==> config.mk <==
export PLATFORM = sky130hd
export DESIGN_NAME = sst_ctrl
export DESIGN_NICKNAME = d
export VERILOG_FILES = /design/src/hdl/sst_pkg.sv /design/src/hdl/sst_ctrl.sv
export SDC_FILE = /design/constraint.sdc
export NUM_CORES = 1
export LEC_CHECK = 0
export BUFFER_PORTS_ARGS = -buffer_cell sky130_fd_sc_hd__buf_2
export CAP_MARGIN = 20
export CORE_ASPECT_RATIO = 0.5
export CORE_MARGIN = 2
export CORE_UTILIZATION = 55
export DETAILED_ROUTE_END_ITERATION = 16
export GPL_TIMING_DRIVEN = 1
export PLACE_DENSITY_LB_ADDON = 0.08
export SYNTH_ARGS = -nofsm -noshare
export SYNTH_HDL_FRONTEND = slang
export SYNTH_SLANG_ARGS = --single-unit
export TNS_END_PERCENT = 100
==> constraint.sdc <==
create_clock -name clk_i -period 17.5 [get_ports clk_i]
set_clock_uncertainty 0.05 [all_clocks]
set_input_delay 3.5 -clock clk_i [delete_from_list [all_inputs] [get_ports clk_i]]
set_output_delay 3.5 -clock clk_i [all_outputs]
set_load 0.005 [all_outputs]
==> src/hdl/sst_pkg.sv <==
package sst_pkg;

  localparam int unsigned FIELD_W = 11;

  localparam logic CMD_MOVE   = 1'b0;
  localparam logic CMD_LOCATE = 1'b1;

  localparam logic [FIELD_W-1:0] COUNT_RESET = 11'd1024;

  typedef enum logic [2:0] {
    ST_CLEAR,
    ST_IDLE,
    ST_MV_RD,
    ST_MV_WR0,
    ST_MV_WR1,
    ST_LOC_WALK,
    ST_LOC_DONE
  } sst_state_e;

  typedef struct packed {
    logic clearing;
    logic moving;
    logic locating;
  } sst_status_t;

endpackage

==> src/hdl/sst_ctrl.sv <==
module sst_ctrl #(
  parameter int MAX_ITEMS = 1024
) (
  input  logic                                   clk_i,
  input  logic                                   rst_ni,
  input  logic [sst_pkg::FIELD_W-1:0]            count_i,
  input  logic                                   in_valid_i,
  output logic                                   in_stall_o,
  input  logic                                   command_i,
  input  logic [sst_pkg::FIELD_W-1:0]            from_stack_i,
  input  logic [sst_pkg::FIELD_W-1:0]            to_stack_i,
  input  logic [sst_pkg::FIELD_W-1:0]            item_id_i,
  output logic                                   out_valid_o,
  input  logic                                   out_stall_i,
  output logic [sst_pkg::FIELD_W-1:0]            holding_stack_o,
  output logic                                   top_we_o,
  output logic [$clog2(MAX_ITEMS)-1:0]           top_waddr_o,
  output logic [$clog2(MAX_ITEMS+1)-1:0]         top_wdata_o,
  output logic [$clog2(MAX_ITEMS)-1:0]           top_raddr_o,
  input  logic [$clog2(MAX_ITEMS+1)-1:0]         top_rdata_i,
  output logic                                   below_we_o,
  output logic [$clog2(MAX_ITEMS)-1:0]           below_waddr_o,
  output logic [$clog2(MAX_ITEMS+1)-1:0]         below_wdata_o,
  output logic [$clog2(MAX_ITEMS)-1:0]           below_raddr_o,
  input  logic [$clog2(MAX_ITEMS+1)-1:0]         below_rdata_i,
  output sst_pkg::sst_status_t                   status_o
);

  localparam int AW = $clog2(MAX_ITEMS);
  localparam int IW = $clog2(MAX_ITEMS + 1);
  localparam int FW = sst_pkg::FIELD_W;

  sst_pkg::sst_state_e state_q, state_d;

  logic [AW-1:0] clr_q, clr_d;
  logic          out_valid_q, out_valid_d;
  logic [FW-1:0] hold_q, hold_d;
  logic [FW-1:0] f_q, f_d, t_q, t_d, x_q, x_d;
  logic [IW-1:0] saved_q, saved_d, bx_q, bx_d;
  logic [FW-1:0] s_q, s_d;
  logic [IW-1:0] steps_q, steps_d;
  logic          src_top_q, src_top_d;
  logic [FW-1:0] found_q, found_d;

  logic [IW-1:0] cur;
  logic          cur_end, cur_hit, last_stack;
  logic [FW-1:0] lim;
  logic          in_accept, move_ok, loc_ok;

  assign cur        = src_top_q ? top_rdata_i : below_rdata_i;
  assign cur_end    = (cur == '0) || (32'(cur) > MAX_ITEMS) || (32'(steps_q) == MAX_ITEMS);
  assign cur_hit    = !cur_end && (32'(cur) == 32'(x_q));
  assign lim        = (32'(count_i) > MAX_ITEMS) ? FW'(MAX_ITEMS) : count_i;
  assign last_stack = (s_q == lim);

  assign in_accept = in_valid_i && !in_stall_o;
  assign move_ok   = (from_stack_i != '0) && (32'(from_stack_i) <= MAX_ITEMS)
                  && (to_stack_i != '0) && (32'(to_stack_i) <= MAX_ITEMS)
                  && (item_id_i != '0) && (32'(item_id_i) <= MAX_ITEMS);
  assign loc_ok    = (item_id_i != '0) && (32'(item_id_i) <= MAX_ITEMS) && (lim != '0);

  assign in_stall_o      = (state_q != sst_pkg::ST_IDLE);
  assign out_valid_o     = out_valid_q;
  assign holding_stack_o = hold_q;

  assign status_o.clearing = (state_q == sst_pkg::ST_CLEAR);
  assign status_o.moving   = (state_q == sst_pkg::ST_MV_RD) || (state_q == sst_pkg::ST_MV_WR0)
                          || (state_q == sst_pkg::ST_MV_WR1);
  assign status_o.locating = (state_q == sst_pkg::ST_LOC_WALK)
                          || (state_q == sst_pkg::ST_LOC_DONE);

  always_comb begin
    state_d     = state_q;
    clr_d       = clr_q;
    out_valid_d = out_valid_q && out_stall_i;
    hold_d      = hold_q;
    f_d         = f_q;
    t_d         = t_q;
    x_d         = x_q;
    saved_d     = saved_q;
    bx_d        = bx_q;
    s_d         = s_q;
    steps_d     = steps_q;
    src_top_d   = src_top_q;
    found_d     = found_q;

    top_we_o      = 1'b0;
    top_waddr_o   = AW'(f_q - FW'(1));
    top_wdata_o   = bx_q;
    top_raddr_o   = AW'(t_q - FW'(1));
    below_we_o    = 1'b0;
    below_waddr_o = AW'(x_q - FW'(1));
    below_wdata_o = (f_q == t_q) ? bx_q : top_rdata_i;
    below_raddr_o = AW'(cur - IW'(1));

    case (state_q)
      sst_pkg::ST_CLEAR: begin
        top_we_o      = 1'b1;
        top_waddr_o   = clr_q;
        top_wdata_o   = IW'(clr_q) + IW'(1);
        below_we_o    = 1'b1;
        below_waddr_o = clr_q;
        below_wdata_o = '0;
        clr_d         = clr_q + AW'(1);
        if (clr_q == AW'(MAX_ITEMS - 1)) begin
          state_d = sst_pkg::ST_IDLE;
        end
      end
      sst_pkg::ST_IDLE: begin
        if (in_accept) begin
          f_d = from_stack_i;
          t_d = to_stack_i;
          x_d = item_id_i;
          if (command_i == sst_pkg::CMD_MOVE) begin
            top_raddr_o   = AW'(from_stack_i - FW'(1));
            below_raddr_o = AW'(item_id_i - FW'(1));
            if (move_ok) begin
              state_d = sst_pkg::ST_MV_RD;
            end
          end else begin
            found_d     = '0;
            top_raddr_o = '0;
            s_d         = FW'(1);
            src_top_d   = 1'b1;
            steps_d     = '0;
            state_d     = loc_ok ? sst_pkg::ST_LOC_WALK : sst_pkg::ST_LOC_DONE;
          end
        end
      end
      sst_pkg::ST_MV_RD: begin
        saved_d = top_rdata_i;
        bx_d    = below_rdata_i;
        state_d = sst_pkg::ST_MV_WR0;
      end
      sst_pkg::ST_MV_WR0: begin
        top_we_o   = 1'b1;
        below_we_o = 1'b1;
        state_d    = sst_pkg::ST_MV_WR1;
      end
      sst_pkg::ST_MV_WR1: begin
        top_we_o    = 1'b1;
        top_waddr_o = AW'(t_q - FW'(1));
        top_wdata_o = saved_q;
        state_d     = sst_pkg::ST_IDLE;
      end
      sst_pkg::ST_LOC_WALK: begin
        if (cur_hit) begin
          found_d = s_q;
        end
        if (cur_end || cur_hit) begin
          if (last_stack) begin
            state_d = sst_pkg::ST_LOC_DONE;
          end else begin
            top_raddr_o = AW'(s_q);
            s_d         = s_q + FW'(1);
            src_top_d   = 1'b1;
            steps_d     = '0;
          end
        end else begin
          src_top_d = 1'b0;
          steps_d   = steps_q + IW'(1);
        end
      end
      sst_pkg::ST_LOC_DONE: begin
        if (!out_valid_q || !out_stall_i) begin
          out_valid_d = 1'b1;
          hold_d      = found_q;
          state_d     = sst_pkg::ST_IDLE;
        end
      end
      default: begin
        state_d = sst_pkg::ST_IDLE;
      end
    endcase
  end

  always_ff @(posedge clk_i or negedge rst_ni) begin
    if (!rst_ni) begin
      state_q     <= sst_pkg::ST_CLEAR;
      clr_q       <= '0;
      out_valid_q <= 1'b0;
    end else begin
      state_q     <= state_d;
      clr_q       <= clr_d;
      out_valid_q <= out_valid_d;
    end
  end

  always_ff @(posedge clk_i) begin
    hold_q    <= hold_d;
    f_q       <= f_d;
    t_q       <= t_d;
    x_q       <= x_d;
    saved_q   <= saved_d;
    bx_q      <= bx_d;
    s_q       <= s_d;
    steps_q   <= steps_d;
    src_top_q <= src_top_d;
    found_q   <= found_d;
  end

endmodule

# Word-level counts from Yosys, hierarchy flattened

Cells that the tools add are included.

Register bits: 114
Output and inout bits: 80

$add $sub $neg: 10
Magnitude comparators: 5
Equality and inequality tests: 22
Mux-type cells: 45
Reduce and logical (&&, ||, !) cells: 36

Operator list:

| operator                                                | number |
|---|---|
| two-way mux 11 bit                                      | 13 |
| case mux 11 bit (2 select lines)                        | 4 |
| two-way mux 10 bit                                      | 8 |
| subtractor 10 x 1 -> 10 bit (second input constant)     | 6 |
| nonzero test 11 bit                                     | 4 |
| case mux 10 bit (2 select lines)                        | 2 |
| equality test 11 bit                                    | 3 |
| less-or-equal comparator 11 bit (second input constant) | 3 |
| adder 11 x 1 -> 11 bit (second input constant)          | 2 |
| > comparator 11 bit (second input constant)             | 2 |
| two-way mux 3 bit                                       | 7 |
| case mux 3 bit (6 select lines)                         | 1 |
| adder 10 x 1 -> 11 bit (second input constant)          | 1 |
| equality test 11 bit (second input constant)            | 1 |
| zero test 11 bit                                        | 1 |
| adder 10 x 1 -> 10 bit (second input constant)          | 1 |
| equality test 10 bit (second input constant)            | 1 |
| logical AND 1 bit                                       | 10 |
| inequality test 2 bit (second input constant)           | 5 |
| equality test 3 bit (second input constant)             | 3 |
| two-way mux 1 bit                                       | 8 |
| AND reduction 4 bit                                     | 2 |
| logical OR 1 bit                                        | 7 |
| equality test 3 x 2 -> 1 bit (second input constant)    | 2 |
| 14 further kinds                                        | 21 |

# Longest topological paths before layout

Gate-level depths: netlist of the first run.

Depth after elaboration: 10
Mapped depth: 11

# Worst setup path after synthesis of the first run

OpenSTA, ideal clock, no wires.

Path type: input port to output port
Start point: input port in_valid_i
End point: output port top_raddr_o[0]
Data arrival time: 6.865 ns
Data required time: 13.950 ns
Setup slack: 7.085 ns
Stages: 6
Buffers on the path: 1
Path through: clkbuf_1 nor3b_1 o21a_1 a21oi_1 o21ai_0 mux2i_1

Word-level cells in the longest chain between the ends: 3

Ends and longest elaborated chain:

| what                             | RTL line        | RTL |
|---|---|---|
| start, declared                  | sst_ctrl.sv:7   | `input logic in_valid_i,` |
| logical AND 1 bit                | sst_ctrl.sv:56  | `assign in_accept = in_valid_i && !in_stall_o;` |
| two-way mux 10 bit               | sst_ctrl.sv:110 | `if (in_accept) begin` |
| case mux 10 bit (2 select lines) | sst_ctrl.sv:96  | `case (state_q)` |
| end, declared                    | sst_ctrl.sv:19  | `output logic [$clog2(MAX_ITEMS)-1:0] top_raddr_o,` |

No other way between the ends.

# Worst setup path in the final report of the first run

Start point: input port top_rdata_i[0]
End point: output port top_raddr_o[7]

Word-level cells in the longest chain between the ends: 9
Elaborated cells between the ends (all ways): 11

Ends and longest elaborated chain:

| what                                                           | RTL line        | RTL |
|---|---|---|
| start, declared                                                | sst_ctrl.sv:20  | `input logic [$clog2(MAX_ITEMS+1)-1:0] top_rdata_i,` |
| two-way mux 11 bit *                                           | sst_ctrl.sv:50  | `assign cur = src_top_q ? top_rdata_i : below_rdata_i;` |
| > comparator 11 bit / zero test 11 bit (equally long branches) | sst_ctrl.sv:51  | `assign cur_end = (cur == '0) \|\| (32'(cur) > MAX_ITEMS) \|\| (32'(steps_q) == MAX_ITEMS);` |
| logical OR 1 bit (2 in series)                                 | sst_ctrl.sv:51  |  |
| zero test 1 bit                                                | sst_ctrl.sv:52  | `assign cur_hit = !cur_end && (32'(cur) == 32'(x_q));` |
| logical AND 1 bit                                              | sst_ctrl.sv:52  |  |
| logical OR 1 bit *                                             | sst_ctrl.sv:150 | `if (cur_end \|\| cur_hit) begin` |
| two-way mux 10 bit *                                           | sst_ctrl.sv:150 |  |
| case mux 10 bit (2 select lines) *                             | sst_ctrl.sv:96  |  |

Every way passes the cells marked *; elsewhere a longest branch is shown, timed or not.

==> impl_metrics.py, run 1 <==
metrics = {
    "die": {
        "placement_rows": 29,
        "core_area_um2": 12800,
        "ioPinCount": 151,
        "die_w_um": 166,
        "start_util": 0.568,
        "die_h_um": 85.2,
        "dieArea_um2": 14200,
    },
    "synth": {
        "async_flop_share": 0.123,
        "yosysSeqAreaShare": 0.462,
        "yosys_register_bits": 114,
        "syn_area_um2": 7260,
        "synth_edf_count": 100,
        "yosysWarnings": 0,
        "netlist_instances": 742,
        "yosys.area.top_type": "edfxtp_1",
        "postSynthNetCount": 824,
        "yosys_most_used_dff": "edfxtp_1",
        "syn_area_per_cell_um2": 9.78,
        "synth_top_area_frac": 0.414,
        "yosys-top-cells-area": "edfxtp_1 41%, xnor2_1 7.2%, xor2_1 5.8%, mux2i_1 5.7%, nor2_1 5.3%",
        "synthDistinctLibCells": 68,
    },
    "routing": {
        "ant_nets": 0,
        "totalWireLength_mm": 20.0,
        "drt-initial-drc-count": 614,
        "wire_per_inst_um": 18.8,
        "drc": 0,
        "viasPerCell": 5.80,
        "dr.pass1.iters": 5,
        "vias": 6178,
    },
    "setup_path": {
        "crit_path_end_kind": "output port",
        "crit_fanout": 10,
        "worstSetupPathType": "input pin to output port",
        "rrSetupSlack_ns": 13.26,
        "cp.arrival_ns": 6.48,
        "worst_ep_required_time_ns": 13.95,
        "start_kind": "input pin",
    },
    "timing": {
        "finalCritPeriodShare": 0.573,
        "slew_viol_final": 0,
        "tightest_slew_ns": 1.02,
        "fin_setup_tns_ns": 0,
        "rsz0062_at_grt": "no",
        "hold_viol": 0,
        "slew-limit-headroom": 0.317,
        "fmax_ghz": 0.0997,
        "setup_viol": 0,
        "period_minus_slack_ns": 10.03,
    },
    "global_route": {
        "track_usage": 0.285,
        "grt_pass1_vias": 5832,
        "grt_pass1_wl_mm": 31.0,
        "grt_start_max_net_pins": 55,
        "antenna_found_initial": 0,
        "grt_overflow": 0,
    },
    "placed_design": {
        "portBuffers": 150,
        "post-dp-hpwl_mm": 14.9,
        "gp_congestion": 0.911,
    },
    "power": {
        "powerDensity_nw_per_um2": 153,
        "ir_worst_vdd_uv": 98.0,
        "p_leak_nw": 3.52,
    },
    "cells_and_area": {
        "antenna-diode-count": 0,
        "area_growth_pct": 20.1,
        "fin_util": 0.682,
        "drive_above_1_share": 0.223,
        "nets": 965,
    },
    "clock_tree": {
        "clock_latency_ns": 0.42,
        "cts-resized-gates": 0,
        "htreeDepth": 4,
        "cts_tree": "yes",
        "numCtsBuffers": 17,
        "clock_sinks": 114,
        "path_clk_slew_ns": 0.06,
        "clock_path_buffers": 2,
        "post_cts_buffers": 0,
        "holdBufCountCts": 0,
        "clock-root-buffer": "clkbuf_16",
    },
    "min_path": {
        "hp-class": "flop to flop",
    },
    "flow_run": {
        "drv_cap": 0,
    },
    "status": {
        "status": "finished, final reports clean",
    },
}
-- metal layers --
metal | track usage | wire length [um] | part of all wire | vias up
li1 | - | - | - | 2952
met1 | 0.399 | 9030 | 0.45 | 2903
met2 | 0.451 | 8960 | 0.45 | 298
met3 | 0.0676 | 1720 | 0.086 | 25
met4 | 0.0776 | 292 | 0.015 | 0
met5 | 0 | 0 | 0 | -
-- placed cells by master (no fill, tap or decap), types with 9 or more instances in the layout --
cell type,n
a21oi_1,35
and3_1,18
buf_2,150
clkbuf_16,17
dfrtp_1,13
edfxtp_1,100
ha_1,11
inv_1,21
mux2i_1,41
nand2_1,67
nand3_1,21
nand4_1,9
nor2_1,102
nor3_1,12
nor4_1,15
o21ai_0,25
xnor2_1,60
xor2_1,48
-- where the power goes --
group | switching (mW) | total, mW | leakage [nW] | internal (mW)
Sequential | 0.0838 | 0.478 | 1.11 | 0.394
Clock | 0.122 | 0.336 | 0.277 | 0.214
Combinational | 0.304 | 0.516 | 2.13 | 0.212
Total | 0.510 | 1.33 | 3.52 | 0.820
-- worst max-delay path, stage by stage --
cell and delay, ns:
buf_2 0.11, mux2i_1 0.32, ha_1 0.27, or4b_4 0.49, a21o_1 0.25, o21a_1 0.22
o21ai_2 0.39, o21a_1 0.52, mux2i_1 0.29, buf_2 0.14
-- per-stage QoR --
stage / setup WS [ns] / std cells / cell area, um^2 / hold slack, ns / power, mW
global route: 7.28 / 1066 / 8710 / 0.378 / 1.40
global placement: 7.67 / 1029 / 8100 / 0.350 / 0.976
CTS: 7.46 / 1062 / 8680 / 0.368 / 1.32
finish: 7.47 / 1066 / 8710 / 0.366 / 1.33
detailed placement: 7.48 / 1030 / 8120 / 0.355 / 0.983
floorplan: 7.09 / 742 / 7260 / 0.350 / 0.796
-- registers in the layout (all words and copies together), names as in the netlist, 11 cells and up --
name,cells
f_q,11
s_q,11
found_q,11
holding_stack_o,11
x_q,11
t_q,11
steps_q,11
bx_q,11
saved_q,11
-- cell type report --
class | instances | area [um^2]
fillers | 1034 | 4060
multi-input cells | 569 | 3670
flip-flops and latches | 114 | 3350
repair buffers | 159 | 833
clock buffers | 23 | 468
well taps | 170 | 213
clock inverters | 9 | 91.3
inverters | 22 | 82.6
-- path summary, 6_finish.rpt --
kind,start,to,depth (start not counted)
setup / recovery,top_rdata_i[0],top_raddr_o[7],10
hold / removal,found_q[3],holding_stack_o[3],0
setup reg to reg,src_top_q,s_q[2],9
hold reg to reg,found_q[3],holding_stack_o[3],0
max in group asynchronous,rst_ni,state_q[2],1
min in group asynchronous,rst_ni,out_valid_o,1
-- cell usage after synthesis (3+ instances only) --
cell type and n:
nor3b_1 5, or3_1 6, a21oi_1 35, dfrtp_1 14, ha_1 11, inv_1 21
clkbuf_1 29, edfxtp_1 100, o21ai_0 25, nor4_1 15, o21ai_1 5, and3_1 18
xor2_1 48, buf_4 3, nor2b_1 6, nand2_1 67, o211ai_1 8, mux2i_1 41
xnor2_1 60, a31oi_1 6, nor3_1 13, o2bb2ai_1 3, nand2b_1 8, buf_2 3
o22ai_1 7, nand4_1 9, nor2_1 103, nand3_1 21, o21a_1 3, nor4b_1 4
-- logic make-up (layout without fill, tap and decap cells) --
kind of cell             count (synthesis)  count (layout)  synth area share
AO/OA/AOI/OAI                          112             112            0.0954
adder cells (fa/ha/maj)                 11              11            0.0190
AND/OR/NAND/NOR                        295             295             0.200
buffers and inverters                   59             213            0.0336
flip-flops                             114             114             0.462
XOR/XNOR                               108             108             0.130
multiplexers                            43              43            0.0597
Note: power is estimated with default switching activity, not from simulation.
==> run 2: changes to the inputs <==
- ABC_AREA: unset -> 1
- clock period: 17.5 -> 10.2 ns (I/O delays scaled with it)
==> impl_metrics.py, run 2 <==
metrics = {
    "synth": {
        "synth_top_area_frac": 0.412,
        "syn_area_um2": 7300,
        "yosysWarnings": 0,
        "yosysSeqAreaShare": 0.460,
        "yosys_register_bits": 114,
        "synth_edf_count": 100,
        "synthTopCellsByCount": "198 x nand2_1, 127 x inv_1, 108 x nor2_1",
        "postSynthNetCount": 982,
        "async_flop_share": 0.123,
        "yosys.area.top_type": "edfxtp_1",
        "yosys_most_used_dff": "edfxtp_1",
        "syn_area_per_cell_um2": 8.11,
        "yosys-top-cells-area": "edfxtp_1 41%, nand2_1 10%, inv_1 6.5%, nor2_1 5.6%, dfrtp_1 4.8%",
        "netlist_instances": 900,
        "synthMostInstantiatedCell": "nand2_1",
        "synthDistinctLibCells": 53,
    },
    "global_route": {
        "track_usage": 0.305,
        "antenna_found_initial": 1,
        "grt_overflow": 0,
        "grt_pass1_vias": 6355,
        "grt_pass1_wl_mm": 33.6,
        "grt_start_max_net_pins": 37,
    },
    "clock_tree": {
        "path_clk_slew_ns": 0.05,
        "clock_latency_ns": 0.42,
        "clock_path_buffers": 2,
        "numCtsBuffers": 17,
        "clock-root-buffer": "clkbuf_16",
        "htreeDepth": 4,
        "cts_tree": "yes",
        "cts-resized-gates": 0,
        "holdBufCountCts": 0,
        "post_cts_buffers": 0,
        "clock_sinks": 114,
    },
    "flow_run": {
        "drv_cap": 0,
    },
    "cells_and_area": {
        "nets": 1140,
        "area_growth_pct": 21.0,
        "final_common_cell": "nand2_1",
        "multi_input_area_um2": 3350,
        "nFillCells": 1070,
        "fin_area_um2": 8820,
        "final_cell_mix": "198 x nand2_1, 150 x buf_2, 127 x inv_1",
        "drive_above_1_share": 0.204,
        "antenna-diode-count": 0,
        "seqCellArea_um2": 3350,
    },
    "die": {
        "dieArea_um2": 14300,
        "placement_rows": 29,
        "start_util": 0.570,
        "die_w_um": 167,
        "ioPinCount": 151,
        "die_h_um": 85.4,
        "core_area_um2": 12800,
    },
    "placed_design": {
        "post_dp_cell_area_um2": 8180,
        "gp_congestion": 0.961,
        "post-dp-hpwl_mm": 16.6,
        "post-place-ws_ns": 3.87,
        "portBuffers": 150,
    },
    "routing": {
        "drt-initial-drc-count": 755,
        "vias": 6949,
        "viasPerCell": 5.60,
        "ant_nets": 0,
        "dr.pass1.iters": 5,
        "totalWireLength_mm": 21.8,
        "drc": 0,
        "wire_per_inst_um": 17.6,
    },
    "timing": {
        "hold_viol": 0,
        "fmax_ghz": 0.156,
        "whs_ns": 0.367,
        "tightest_slew_ns": 1.02,
        "slew-limit-headroom": 0.316,
        "final.setup.worst_slack_ns": 3.80,
        "finalCritPeriodShare": 0.627,
        "slew_viol_final": 0,
        "fin_setup_tns_ns": 0,
        "setup_viol": 0,
        "rsz0062_at_grt": "no",
        "period_minus_slack_ns": 6.40,
    },
    "power": {
        "clkPwrFrac": 0.524,
        "switchingPower_mw": 0.275,
        "p_int_mw": 0.916,
        "powerDensity_nw_per_um2": 135,
        "p_sw_frac": 0.231,
        "power_frac_seq": 0.423,
        "p_leak_nw": 3.92,
        "ir_worst_vdd_uv": 106,
        "pwr-share-comb": 0.053,
    },
    "min_path": {
        "hp-class": "flop to flop",
    },
    "status": {
        "status": "finished, final reports clean",
    },
    "setup_path": {
        "crit_fanout": 16,
        "cp.arrival_ns": 4.31,
        "worstSetupPathType": "input pin to output port",
        "start_kind": "input pin",
        "crit_path_end_kind": "output port",
        "worst_ep_required_time_ns": 8.11,
        "rrSetupSlack_ns": 6.66,
    },
}
## run 2: cell count changes in the layout (fill, tap and decap cells not counted), sizes merged, moves of 7 or more
cell | before | now
inv | 21 | 132
nand3 | 21 | 75
nand2 | 67 | 203
xnor2 | 60 | 13
nor2 | 103 | 112
nand2b | 8 | 0
xor2 | 48 | 33
or3 | 7 | 0
o21ai | 31 | 70
mux2i | 41 | 1
and3 | 18 | 1
## run 2: kinds of logic (layout without fill, tap and decap cells)
family	after synthesis	count (layout)	synth area share
adders and majority gates	11	11	0.0189
buffers and inverters	149	320	0.0825
DFF	114	114	0.460
muxes	1	1	0.00137
and+or+nand+nor	441	441	0.271
AOI/OAI and AO/OA	138	138	0.112
xor gates and xnor gates	46	46	0.0552
## run 2: area by class of cell
type | instances | share of cell area
Sequential cell | 114 | 0.380
Multi-Input combinational cell | 637 | 0.379
Timing Repair Buffer | 157 | 0.0919
Inverter | 131 | 0.0557
Clock buffer | 18 | 0.0486
Tap cell | 170 | 0.0241
Clock inverter | 14 | 0.0206
## run 2: final timing paths
check,depth (start not counted),startpoint,end
max,10,in_valid_i,top_raddr_o[8]
min,0,found_q[7],holding_stack_o[7]
min in group asynchronous,1,rst_ni,clr_q[6]
min reg2reg,0,found_q[7],holding_stack_o[7]
max reg2reg,13,src_top_q,found_q[7]
max in group asynchronous,1,rst_ni,state_q[2]
## run 2: metal layers
| layer | vias up | GRT usage | wire length [um] |
|---|---|---|---|
| met4 | 0 | 0.104 | 509 |
| met2 | 344 | 0.481 | 9640 |
| li1 | 3325 | - | - |
| met1 | 3233 | 0.426 | 9850 |
| met3 | 47 | 0.0606 | 1830 |
| met5 | - | 0 | 0 |
## run 2: per-stage QoR
step / cells / total power, mW / util
2_1_floorplan: 900 / 0.543 / -
3_3_place_gp: 1206 / 0.574 / 0.639
3_5_place_dp: 1206 / 0.575 / 0.639
4_1_cts: 1238 / 1.19 / 0.687
5_1_grt: 1241 / 1.22 / 0.689
6_report: 1241 / 1.19 / 0.689
## run 2: worst max-delay path: stages
cell and delay [ns]:
buf_2 0.13, nand2_1 0.08, nor2_1 0.78, inv_1 0.59, a21oi_1 0.24, o21ai_0 0.10, o21ai_0 0.11, inv_1 0.06
nand2_1 0.06, buf_2 0.11
## run 2: power groups by stage
stage | sequential, mW | clock (mW) | combinational (mW)
floorplan | 0.514 | 0 | 0.0289
global placement | 0.514 | 0 | 0.0601
detailed placement | 0.514 | 0 | 0.0612
CTS | 0.504 | 0.625 | 0.0618
global route | 0.504 | 0.642 | 0.0694
finish | 0.504 | 0.624 | 0.0626
